==> src/rtl/swmp_pkg.sv <==
package swmp_pkg;

  localparam int MAX_WINDOW_DEF  = 1024;
  localparam int SAMPLE_BITS_DEF = 16;

  // window_len register
  localparam int WINLEN_W     = 11;
  localparam int WINLEN_RESET = 64;

endpackage

==> src/rtl/swmp_div.sv <==
// Restoring divider, one quotient bit per cycle. The caller guarantees
// dividend < divisor * 2^Q_W, so the quotient fits Q_W bits.
module swmp_div #(
  parameter int SUM_W = 41,
  parameter int Q_W   = 31,
  parameter int LEN_W = 11
) (
  input  logic             clk,
  input  logic             rst_n,
  input  logic             start,
  input  logic [SUM_W-1:0] dividend,
  input  logic [LEN_W-1:0] divisor,
  output logic             done,
  output logic [Q_W-1:0]   quotient
);
  import swmp_pkg::*;

  localparam int CNT_W = $clog2(Q_W + 1);

  logic             busy_r, busy_nxt;
  logic             done_r, done_nxt;
  logic [CNT_W-1:0] cnt_r, cnt_nxt;
  logic [LEN_W-1:0] rem_r, rem_nxt;
  logic [Q_W-1:0]   num_r, num_nxt;
  logic [LEN_W:0]   trial;
  logic             fits;

  assign trial = {rem_r, num_r[Q_W-1]};
  assign fits  = trial >= {1'b0, divisor};

  always_comb begin
    busy_nxt = busy_r;
    done_nxt = done_r;
    cnt_nxt  = cnt_r;
    rem_nxt  = rem_r;
    num_nxt  = num_r;
    if (start) begin
      busy_nxt = 1'b1;
      done_nxt = 1'b0;
      cnt_nxt  = CNT_W'(Q_W);
      rem_nxt  = LEN_W'(dividend >> Q_W);
      num_nxt  = dividend[Q_W-1:0];
    end else if (busy_r) begin
      // numerator bits shift out the top, quotient bits shift in at the bottom
      rem_nxt = fits ? LEN_W'(trial - {1'b0, divisor}) : LEN_W'(trial);
      num_nxt = {num_r[Q_W-2:0], fits};
      cnt_nxt = cnt_r - 1'b1;
      if (cnt_r == CNT_W'(1)) begin
        busy_nxt = 1'b0;
        done_nxt = 1'b1;
      end
    end
  end

  always_ff @(posedge clk) begin
    if (!rst_n) begin
      busy_r <= 1'b0;
      done_r <= 1'b0;
      cnt_r  <= '0;
    end else begin
      busy_r <= busy_nxt;
      done_r <= done_nxt;
      cnt_r  <= cnt_nxt;
    end
  end

  always_ff @(posedge clk) begin
    rem_r <= rem_nxt;
    num_r <= num_nxt;
  end

  assign done     = done_r;
  assign quotient = num_r;

endmodule

==> config.mk <==
export PLATFORM = sky130hd
export DESIGN_NAME = swmp_div
export DESIGN_NICKNAME = d
export VERILOG_FILES = /design/src/rtl/swmp_pkg.sv /design/src/rtl/swmp_div.sv
export SDC_FILE = /design/constraint.sdc
export NUM_CORES = 1
export LEC_CHECK = 0
export BUFFER_PORTS_ARGS = -buffer_cell sky130_fd_sc_hd__buf_2
export CAP_MARGIN = 10
export CORE_MARGIN = 5
export CORE_UTILIZATION = 39
export DETAILED_ROUTE_END_ITERATION = 12
export MAX_ROUTING_LAYER = met4
export PLACE_DENSITY = 0.66
export SETUP_SLACK_MARGIN = 0.05
export SLEW_MARGIN = 20
export SYNTH_ARGS = -nofsm -noshare
export SYNTH_HDL_FRONTEND = slang
export SYNTH_SLANG_ARGS = --single-unit
==> constraint.sdc <==
create_clock -name clk -period 2.7 [get_ports clk]
set_input_delay 0.27 -clock clk [delete_from_list [all_inputs] [get_ports clk]]
set_output_delay 0.27 -clock clk [all_outputs]
set_load 0.01 [all_outputs]
==> results of run 1 <==
==> worst paths after layout <==
path	from	to	slack, ps
worst max-delay path	quotient[30]	rem_r[8]	180
worst min-delay path	rst_n	cnt_r[2]	260
worst min register to register	quotient[4]	quotient[5]	580
worst max register to register	quotient[30]	rem_r[8]	180
==> cells by family (layout without fill, tap and decap cells) <==
logic type / after synthesis / in the layout / synth area share [%]
buffers and inverters: 29 / 121 / 4.00
flip-flops: 49 / 49 / 49.4
multiplexers: 39 / 39 / 15.6
adder cells (fa/ha/maj): 14 / 14 / 6.48
XOR/XNOR: 10 / 10 / 3.11
AND/OR/NAND/NOR: 46 / 46 / 10.3
AO/OA/AOI/OAI: 42 / 42 / 11.1
==> per-layer routing <==
layer / routed length [um] / global-route usage (%) / part of all wire (%)
met1: 3100 / 20.6 / 48
met2: 2810 / 21.5 / 44
met3: 420 / 3.27 / 6.6
met4: 74 / 4.45 / 1.2
met5: 0 / - / 0
==> state kept, by name, indices dropped and copies added (netlist names) <==
register / cells
quotient: 31
cnt_r: 5
rem_r: 11
busy_r: 1
done: 1
==> placed cells by master, fill, tap and decap left out, drive strengths merged, types with 2 or more instances in the layout <==
cell	n
nand2	4
dfxtp	8
nand3	3
a21oi	10
inv	20
o21a	5
clkbuf	6
a211oi	2
nand2b	2
nor3	2
nor2	10
o21bai	2
a31oi	3
ha	13
buf	94
a41oi	2
o2111ai	2
edfxtp	41
xnor2	5
nor3b	5
nand3b	7
mux2i	3
a221o	4
o41ai	2
nor2b	4
mux2	36
xor2	5
o21ai	5
==> repair_timing <==
item,CTS,global route
hold endpoints to repair,0,0
resized for setup,0,0
setup endpoints to repair,0,1
setup buffers,0,0
==> area by class of cell <==
type,instances,area [sq um],area share [%]
multi-input cells,151,1320,37.9
clock inverters,2,13.8,0.395
clock buffers,6,72.6,2.08
flip-flops and latches,49,1390,40.0
well taps,99,124,3.56
repair buffers,94,490,14.1
inverters,19,71.3,2.05
==> cell usage after synthesis, types with 2 or more instances <==
| master | n | area [sq um] |
|---|---|---|
| o21ai_0 | 5 | 25.0 |
| clkbuf_1 | 8 | 30.0 |
| dfxtp_1 | 8 | 160 |
| nor3_1 | 2 | 10.0 |
| nand3_1 | 2 | 10.0 |
| nor3b_1 | 5 | 37.5 |
| mux2_2 | 35 | 394 |
| xnor2_1 | 5 | 43.8 |
| xor2_1 | 5 | 43.8 |
| a221o_1 | 4 | 40.0 |
| nor2_1 | 10 | 37.5 |
| a21oi_1 | 10 | 50.1 |
| ha_1 | 13 | 163 |
| edfxtp_1 | 41 | 1230 |
| nand2b_1 | 2 | 12.5 |
| a31oi_1 | 3 | 18.8 |
| inv_1 | 19 | 71.3 |
| mux2i_1 | 3 | 30.0 |
| o21a_1 | 5 | 37.5 |
| nand3b_1 | 7 | 52.6 |
| o41ai_1 | 2 | 17.5 |
| o21bai_1 | 2 | 15.0 |
| a41oi_1 | 2 | 17.5 |
| nand2_1 | 4 | 15.0 |
| nor2b_1 | 4 | 25.0 |
==> per-stage QoR <==
stage                     power (W)  setup WS [ps]  cell area, sq um  cells  hold WS, ps
after global placement      0.00186            221              3390    412          552
after detailed placement    0.00189            163              3390    412          562
after CTS                   0.00233            159              3480    420          248
after floorplan             0.00163            123              2820    229          387
final                       0.00231            182              3480    420          258
after global routing        0.00246           45.6              3480    420          253
==> where the power goes <==
group | internal [W] | switching (W) | total [W]
clock network | 0.000185 | 0.000253 | 0.000438
registers | 0.000957 | 0.0000660 | 0.00102
logic | 0.000414 | 0.000429 | 0.000844
total | 0.00156 | 0.000748 | 0.00231
==> metrics list, run 1 <==
- Result of the run: completed
- The clock reaches the later pin of the worst-skew pair after 300 ps.
* Post-synthesis sequential area ratio: 49.4%
- Post-layout net count: 389
- Of all nets on the critical path, the largest fanout is 4.
* Total core area: 7140 sq um
- Core occupancy in the finished layout: 48.8%
- Global routing used 14.8% of the available tracks across all layers.
- Transition time of the tightest slew-check pin: 604 ps
- Dividing the synthesized area by the synthesized cell count gives 12.3 sq um.
- In the final layout, the share of cells above drive strength 1 is 44.5%.
- Slowest stage delay, CP: 400 ps
- In this run, synthesis inferred 41 flip-flops with an integrated enable.
- CTS Buffer Depth: 2
- At the worst endpoint, the arrival time is 2580 ps.
- Total Negative Setup Slacks: 0 ps
* Maximum resistive drop on vdd: 296 uV
- TritonCTS clock tree: yes
- Clock transition at path regs: 90 ps
- The number of antenna violations at the first check in global routing is 0.
- Part of the cycle the worst path needs: 93.3%
- Pin placement for this block handled 87 I/O pins.
- Synthesis inferred 49 register bits.
- By startpoint and endpoint, the worst setup path is classified as reg2reg.
* Total CTS buffers: 5
- Summing every instance area after synthesis gives 2820 sq um.
- Maximum operating frequency: 397 MHz
- Wire length of the first global-routing pass: 10200 um
* Required time reported for the critical path endpoint: 2760 ps
- Measured along the y axis, the die boundary spans 95 um.
* Routability congestion estimate from global placement: 0.837
- Slew Limit Fails: 0
- Pin count of the biggest net entering global routing: 36
- In this run the static leakage power is 1.49 nW.
- The clock net in this run drives a total of 49 sinks.
* Port Buffers: 86
- RSZ-0062 raised after global routing: yes
* Count of TritonRoute iterations in the first routing pass: 4
- Wires add up to 6410 um.
- The die covers 9030 sq um.
- Fill cells in the final layout number 690.
- The clock period could shrink to 2520 ps.
- After technology mapping, the gate count stands at 229.
- Iteration-0 DRC count of the detailed router: 119
- For this design, the CTS-stage hold fixing added 0 buffers.
- Worst Reg2Reg Path Length in Cells: 9
* Overflow after GRT: 0
- FP Rows: 31
- Type of element capturing the critical path: flip-flop
- Post-Syn Nets: 298
- In this run the remaining antenna-violating nets after routing total 0.
- Number of levels the H-tree was split into: 2
- Ant diodes: 0
- For this run, the leading register cell type out of synthesis is edfxtp_1.
* Number of DRC violations after detailed routing: 0
- The cell family contributing the most delay on the critical path is adder cells.
- The worst hold path belongs to the class in2reg.
- Horiz. Die Dim: 95 um
- Number of global-route vias before repair: 2130
- Ys async rst share: 0%
- Yosys warning count: 0
- For this configuration, the core starts out at a cell density of 39.5%.
- Power per Cell Area: 662 nW/um^2
- Cells along the critical path: inv_1, ha_1, fa_1, nand2b_1, a21oi_2, o2111ai_2, nand3_4, mux2_4, mux2_2
* Post-Route Skew: 3.18 ps
- Cell with the largest stage delay on the worst path: fa_1
- Number of stages on the worst setup path: 9
- Cells on Worst Hold Path: 2
* Worst Setup Start Kind: flip-flop
* Half-perimeter wire length after placement: 4810 um
* Number of buffer and inverter stages on the critical path: 1
- Root buffer cell: clkbuf_8
- The worst pin sits at a relative slew slack of 59.7%.
- Setup violations, final: 0
* Final hold viol count: 0
- Distinct cell type count after synthesis: 48
- Vias per cell: 4.98
* Routed via count: 2093
- The tool flagged a number of max-cap violations equal to 0.
* DR WL/cell: 15.3 um
- From synthesis to final layout, the design area changed by 23.5%.
No activity file was read; power rests on OpenSTA's default activity.
==> run 2, diff against run 1 <==
- BUFFER_PORTS_ARGS: -buffer_cell sky130_fd_sc_hd__buf_2 -> not set
- CTS_BUF_LIST: not set -> sky130_fd_sc_hd__clkbuf_2 sky130_fd_sc_hd__clkbuf_4 sky130_fd_sc_hd__clkbuf_8
- DONT_BUFFER_PORTS: not set -> 1
- PLACE_DENSITY: 0.66 -> 0.55
==> run 2 against run 1 <==
Net effect: power decreased by 4.2%; combinational power is 17% lower; final cell count decreased by 21%; clock-buffer cell count unchanged; non-clock buffer count is 88 lower; first-iteration DRC count grew 4.2%; sequential power is essentially flat; sequential share of layout area up 5.8 points; critical endpoint unchanged.
==> metrics list, run 2 (synthesis results as in run 1) <==
- Commonest cells after routing, fill and taps aside: edfxtp_1 (41), mux2_2 (35), inv_1 (19) (was buf_2 (86), edfxtp_1 (41), mux2_2 (35))
- The average detailed-routed wire length per instance is 17.5 um (was 15.3 um).
- The path type of the worst setup path is reg2reg (unchanged).
- The final worst clock skew came to 13.0 ps (was 3.18 ps).
- Result of the run: completed (unchanged)
- The buffers inserted during post-CTS setup optimization is 0 (unchanged).
- Overall routing resource usage: 13.4% (was 14.8%)
- The die span in y was 95 um (unchanged).
- The first-iteration detailed-routing DRC count was 124 (was 119).
* Data arrival time of the worst path: 2560 ps (was 2580 ps)
- The number of maximum-capacitance violations was 0 (unchanged).
- IO Count: 87 (unchanged)
- The number of endpoints failing setup at the final stage is 0 (unchanged).
* Hold-fix buffers, CTS: 0 (unchanged)
- Ant diodes: 0 (unchanged)
* Share of total power in sequential cells: 47.7% (was 44.4%)
- Minimum clock period after layout: 2490 ps (was 2520 ps)
- The worst-path maximum fanout is 3 (was 4).
- Cells along the critical path: inv_1, ha_1, fa_1, nand2b_1, a21oi_2, o2111ai_2, nand3_4, mux2_4, mux2_2 (unchanged).
* Leakage power: 1.14 nW (was 1.49 nW)
- The final clock period utilization by the worst path was 92.2% (was 93.3%).
- Wire length of the first global-routing pass: 9190 um (was 10200 um)
- CTS Buffer Depth: 2 (unchanged)
- FP Rows: 31 (unchanged)
- Overall die area: 9030 sq um (unchanged)
- The maximum VDD drop is 303 uV (was 296 uV).
- Worst hold path type: in2reg (unchanged)
- Transition time of the tightest slew-check pin: 534 ps (was 604 ps)
* Maximum operating frequency: 402 MHz (was 397 MHz)
- Port Buffers: 0 (was 86)
* Source-to-sink clock delay at the later pin of the worst-skew pair: 300 ps (about the same)
* Pin count of the biggest net entering global routing: 65 (was 36)
* Initial antenna violation count: 0 (unchanged)
- The largest stage delay on the critical path is 390 ps (was 400 ps).
* Worst Setup Start Kind: flip-flop (unchanged)
- Routability congestion estimate from global placement: 0.776 (was 0.837)
- The average via count per standard cell is 5.37 (was 4.98).
* Number of DRC violations after detailed routing: 0 (unchanged)
- Total core area: 7140 sq um (unchanged)
- Comb pwr share: 31.8% (was 36.6%)
- Worst hold slack across all endpoints: 77.6 ps (was 258 ps)
- Post-route insts no fill: 332 (was 420)
* Root buffer cell: clkbuf_8 (unchanged)
- Number of filler cells placed in the layout: 703 (was 690)
* Register cell area after layout: 1390 sq um (unchanged)
- The power share of the clock group came to 20.5% (was 19.0%).
- Required time reported for the critical path endpoint: 2770 ps (was 2760 ps)
* Total placed cells including tap cells: 324 (was 412)
- Overflow after GRT: 0 (unchanged)
- Most common cell after layout, fill and taps aside: edfxtp_1 (was buf_2)
- RSZ-0062 raised after global routing: no (was yes).
- Starting density of the core: 39.5% (unchanged)
- Post-detailed-route count of antenna-violating nets: 0 (unchanged)
* Power per Cell Area: 727 nW/um^2 (was 662 nW/um^2)
- The CTS buffer count was 5 (unchanged).
- The total via count in the routed design came to 1784 (was 2093).
- Number of global-route vias before repair: 1858 (was 2130)
* Clock transition at path regs: 100 ps (was 90 ps)
- The number of flip-flops in the largest register came to 31 (unchanged).
* Total Negative Setup Slacks: 0 ps (unchanged)
- The number of nets in the final layout is 301 (was 389).
- Number of levels the H-tree was split into: 2 (unchanged)
* Half-perimeter wire length after placement: 4050 um (was 4810 um)
* Cell with the largest stage delay on the worst path: fa_1 (unchanged)
- The signed area change from the synthesized netlist to the final layout came to 7.86% (was 23.5%).
- Net Sw Frac: 32.0% (was 32.5%)
- Internal power contribution: 0.00150 W (was 0.00156 W)
* Area of the multi-input gates: 1320 sq um (unchanged)
- The iteration count of the initial detailed-routing pass is 4 (unchanged).
- Fraction of layout instances using a drive strength above 1: 24.0% (was 44.5%)
- Slew Limit Fails: 0 (unchanged)
* Switching pwr: 0.000707 W (was 0.000748 W)
* Resized cells post-CTS: 0 (unchanged)
- The width of the die is 95 um (unchanged).
- The routed wire length came to 5810 um (was 6410 um).
- The final number of hold-violating endpoints came to 0 (unchanged).
- The relative slew slack came to 64.4% (was 59.7%).
- The endpoint type of the worst setup path is a flip-flop (unchanged).
- Number of clock sinks seen by CTS: 49 (unchanged)
- The CTS tree is yes (unchanged).
==> run 2: worst paths after layout <==
check / from / end / slack (ps) / depth (start not counted)
max: quotient[30] / rem_r[8] / 210 / 9
min: rst_n / cnt_r[4] / 80 / 1
min reg2reg: cnt_r[4] / cnt_r[4] / 610 / 2
max reg2reg: quotient[30] / rem_r[8] / 210 / 9
==> run 2: cell type report <==
cell class	instances	area share, %
clock inverter	2	0.453
sequential	49	45.8
multi-input combinational	151	43.4
timing repair buffer	6	1.48
tap	99	4.08
clock buffer	6	2.51
inverter	19	2.35
==> run 2: stage by stage <==
stage          util (%)  worst slack (ps)  total power [W]  area [sq um]
6_report           42.6               211          0.00221          3040
5_1_grt            42.6              66.5          0.00237          3040
4_1_cts            42.6               189          0.00224          3040
3_5_place_dp       41.3               207          0.00178          2950
3_3_place_gp       41.3               259          0.00177          2950
2_1_floorplan         -               123          0.00163          2820
==> run 2: metal layers <==
metal / global-route usage (%) / vias to the layer above / wire (um)
met4: 2.88 / 0 / 31
met2: 21.6 / 64 / 2780
li1: - / 866 / -
met1: 16.6 / 850 / 2580
met5: - / - / 0
met3: 4.46 / 4 / 420
==> run 2: power groups by stage <==
stage,sequential (W),combinational (W),clock (W)
floorplan,0.00105,0.000580,0
global placement,0.00108,0.000693,0
detailed placement,0.00107,0.000702,0
CTS,0.00106,0.000705,0.000480
global route,0.00107,0.000784,0.000514
finish,0.00105,0.000701,0.000453
==> run 2: critical path, delay by kind of cell (launching register included) <==
family	cells	cell delay [ps]
mux	2	550
flops	1	370
fa+ha+maj	2	600
compound gates	2	380
simple gates	2	300
buf+inv	1	60
==> run 3, diff against run 2 <==
==> constraint.sdc (replaced) <==
create_clock -name clk -period 2.7 [get_ports clk]
set_input_delay 0.81 -clock clk [delete_from_list [all_inputs] [get_ports clk]]
set_output_delay 0.81 -clock clk [all_outputs]
set_load 0.01 [all_outputs]
==> run 3 against run 2 <==
Net effect: critical path depth did not move; via count up 3.4%; cell area grew 6.0%; clock-buffer cell count is the same; global-route usage grew 1.0 points; worst setup slack improved by 21 ps; wire length grew 4.1%; sequential share of layout area fell by 2.6 points.
==> metrics list, run 3 (synthesis results as in run 1) <==
- Power share of the clock group: 21.6% (was 20.5%)
- The clock-pin slew on the worst setup and hold paths came to 90 ps (was 100 ps).
- The total power divided by cell area came to 752 nW/um^2 (was 727 nW/um^2).
* Part of the cycle the worst path needs: 91.4% (was 92.2%)
- Result of the run: completed (unchanged).
* Count of TritonRoute iterations in the first routing pass: 4 (unchanged)
- The sequential standard cell area came to 1390 sq um (unchanged).
- Worst hold slack across all endpoints: 624 ps (was 77.6 ps)
- The starting utilization of the core area came to 39.5% (unchanged).
- The count of H-tree levels built during CTS came to 2 (unchanged).
- DR WL/cell: 17.4 um (was 17.5 um)
* Minimum clock period after layout: 2470 ps (was 2490 ps)
- The maximum number of pins on one net before global-route repair came to 65 (unchanged).
* Signed area change from the synthesized netlist to the final layout: 14.3% (was 7.86%)
- RSZ-0062 raised after global routing: no (unchanged).
* Worst r2r dst: rem_r[1] (was rem_r[8])
- The combinational cell fraction of total power is 34.7% (was 31.8%).
- The total via count in the routed design came to 1844 (was 1784).
- Required time reported for the critical path endpoint: 2750 ps (was 2770 ps)
- Wire length of the first global-routing pass: 9630 um (was 9190 um)
* IO Count: 87 (unchanged)
- The actual transition at the worst max-transition pin is 1010 ps (was 534 ps).
* Leakage power: 1.23 nW (was 1.14 nW)
- The endpoint of the worst setup timing path is rem_r[1] (was rem_r[8]).
- Type of element capturing the critical path: flip-flop (unchanged)
- The maximum frequency from static timing analysis is 405 MHz (was 402 MHz).
* Hold-fix buffers, CTS: 0 (unchanged)
* RR Startpoint: quotient[30] (unchanged)
- Horiz. Die Dim: 95 um (unchanged)
- The placeable core area was 7140 sq um (unchanged).
- The CTS tree is yes (unchanged).
- The final number of hold-violating endpoints was 0 (unchanged).
- Critical-path maximum fanout: 12 (was 3)
* Routability congestion estimate from global placement: 0.730 (was 0.776)
- Net Sw Frac: 30.2% (was 32.0%)
- Worst Reg2Reg Path Length in Cells: 10 (was 9)
- Maximum resistive drop on vdd: 301 uV (was 303 uV)
- Post-route insts no fill: 348 (was 332)
- Core occupancy in the finished layout: 45.1% (was 42.6%)
- The post-route cell area came to 3220 sq um (was 3040 sq um).
- Commonest cells after routing, fill and taps aside: edfxtp_1 (41), mux2_2 (35), buf_4 (22) (was edfxtp_1 (41), mux2_2 (35), inv_1 (19)).
- Total CTS buffers: 5 (unchanged)
- Resized cells post-CTS: 0 (unchanged)
- The area of the multi-input gates was 1360 sq um (was 1320 sq um).
- The die area came to 9030 sq um (unchanged).
- The placement row count was 31 (unchanged).
- The count of placed standard cells including taps is 340 (was 324).
* Iteration-0 DRC count of the detailed router: 62 (was 124)
* Number of filler cells placed in the layout: 707 (was 703)
- The max-slew violation count is 0 (unchanged).
- Placed inst area: 3110 sq um (was 2950 sq um)
- The number of endpoints failing setup at the final stage came to 0 (unchanged).
- The cell at the root of the clock tree was clkbuf_8 (unchanged).
- Vias per cell: 5.30 (was 5.37)
* CTS Buffer Depth: 2 (unchanged)
- The buffers inserted during post-CTS setup optimization is 0 (unchanged).
- The insertion delay to the later sink of the worst-skew pair was 290 ps (was 300 ps).
- The path type of the worst setup path is in2reg (was reg2reg).
- R2R setup slack: 290 ps (was 210 ps)
* Rel. slew slack: 32.4% (was 64.4%)
- The overall track demand over capacity in global routing is 14.5% (was 13.4%).
* Fraction of layout instances using a drive strength above 1: 30.1% (was 24.0%)
- Port Buffers: 0 (unchanged)
* Data arrival time of the worst path: 2520 ps (was 2560 ps)
- Post-layout net count: 317 (was 301)
- Worst hold path type: reg2reg (was in2reg)
* MaxCap Viol Count: 0 (unchanged)
* Overflow after GRT: 0 (unchanged)
- The number of sinks driven by the clock tree was 49 (unchanged).
- Ant diodes: 0 (unchanged)
- The number of flip-flops in the largest register was 31 (unchanged).
- Worst Setup Start Kind: input port (was flip-flop)
- Post-detailed-route count of antenna-violating nets: 0 (unchanged)
- The detailed placer's ending HPWL was 4480 um (was 4050 um).
- Share of total power in sequential cells: 43.7% (was 47.7%)
* Internal power contribution: 0.00169 W (was 0.00150 W)
* Total Negative Setup Slacks: 0 ps (unchanged)
- Switching pwr: 0.000732 W (was 0.000707 W)
* Most common cell after layout, fill and taps aside: edfxtp_1 (unchanged)
- The start point of the critical path was divisor[0] (was quotient[30]).
- The number of antenna violations at the first check in global routing is 0 (unchanged).
- Vert. Die Dim: 95 um (unchanged)
- The DRC violations left was 0 (unchanged).
- The final worst clock skew is 4.99 ps (was 13.0 ps).
- Drt total wl: 6050 um (was 5810 um)
* Number of global-route vias before repair: 1947 (was 1858)
run 3: how the worst min path moves through the flow:
| stage | startpoint | to | slack [ps] | cells past startpoint |
|---|---|---|---|---|
| 5_1_grt | rst_n | cnt_r[0] | 600 | 1 |
| 3_3_place_gp | cnt_r[4] | cnt_r[4] | 580 | 2 |
| 3_5_place_dp | cnt_r[4] | cnt_r[4] | 580 | 2 |
| 6_report | cnt_r[2] | cnt_r[2] | 620 | 2 |
| 2_1_floorplan | cnt_r[4] | cnt_r[4] | 560 | 2 |
| 4_1_cts | rst_n | cnt_r[1] | 610 | 1 |
run 3: worst max-delay path, cell delays in order:
cell,delay [ps]
ha_4,140
fa_2,380
nand2b_4,160
a21oi_4,190
o2111ai_4,140
nand3_4,130
buf_4,200
mux2i_1,100
mux2_2,260
run 3: power groups by stage:
| stage | combinational (W) | sequential [W] | clock (W) |
|---|---|---|---|
| finish | 0.000841 | 0.00106 | 0.000523 |
| global route | 0.000941 | 0.00107 | 0.000579 |
| CTS | 0.000851 | 0.00106 | 0.000545 |
| detailed placement | 0.000845 | 0.00108 | 0 |
| global placement | 0.000838 | 0.00108 | 0 |
| floorplan | 0.000603 | 0.00105 | 0 |
run 3: cell type report:
| cell class | instances | share of cell area [%] |
|---|---|---|
| inverter | 19 | 2.21 |
| clock inverter | 2 | 1.09 |
| multi-input combinational | 151 | 42.2 |
| sequential | 49 | 43.2 |
| timing repair buffer | 22 | 5.13 |
| clock buffer | 6 | 2.37 |
| tap | 99 | 3.84 |
run 3: routing by layer:
layer | up-vias | GRT usage, % | wire (um)
li1 | 902 | - | -
met1 | 874 | 18.1 | 2760
met2 | 60 | 22.4 | 2840
met3 | 8 | 4.06 | 352
met4 | 0 | 5.05 | 95
met5 | - | - | 0
run 3: stage by stage:
step                total power, W  setup WS, ps
detailed placement         0.00192          -100
floorplan                  0.00165          -124
global placement           0.00192         -64.1
global route               0.00259           101
finish                     0.00242           232
CTS                        0.00246           223
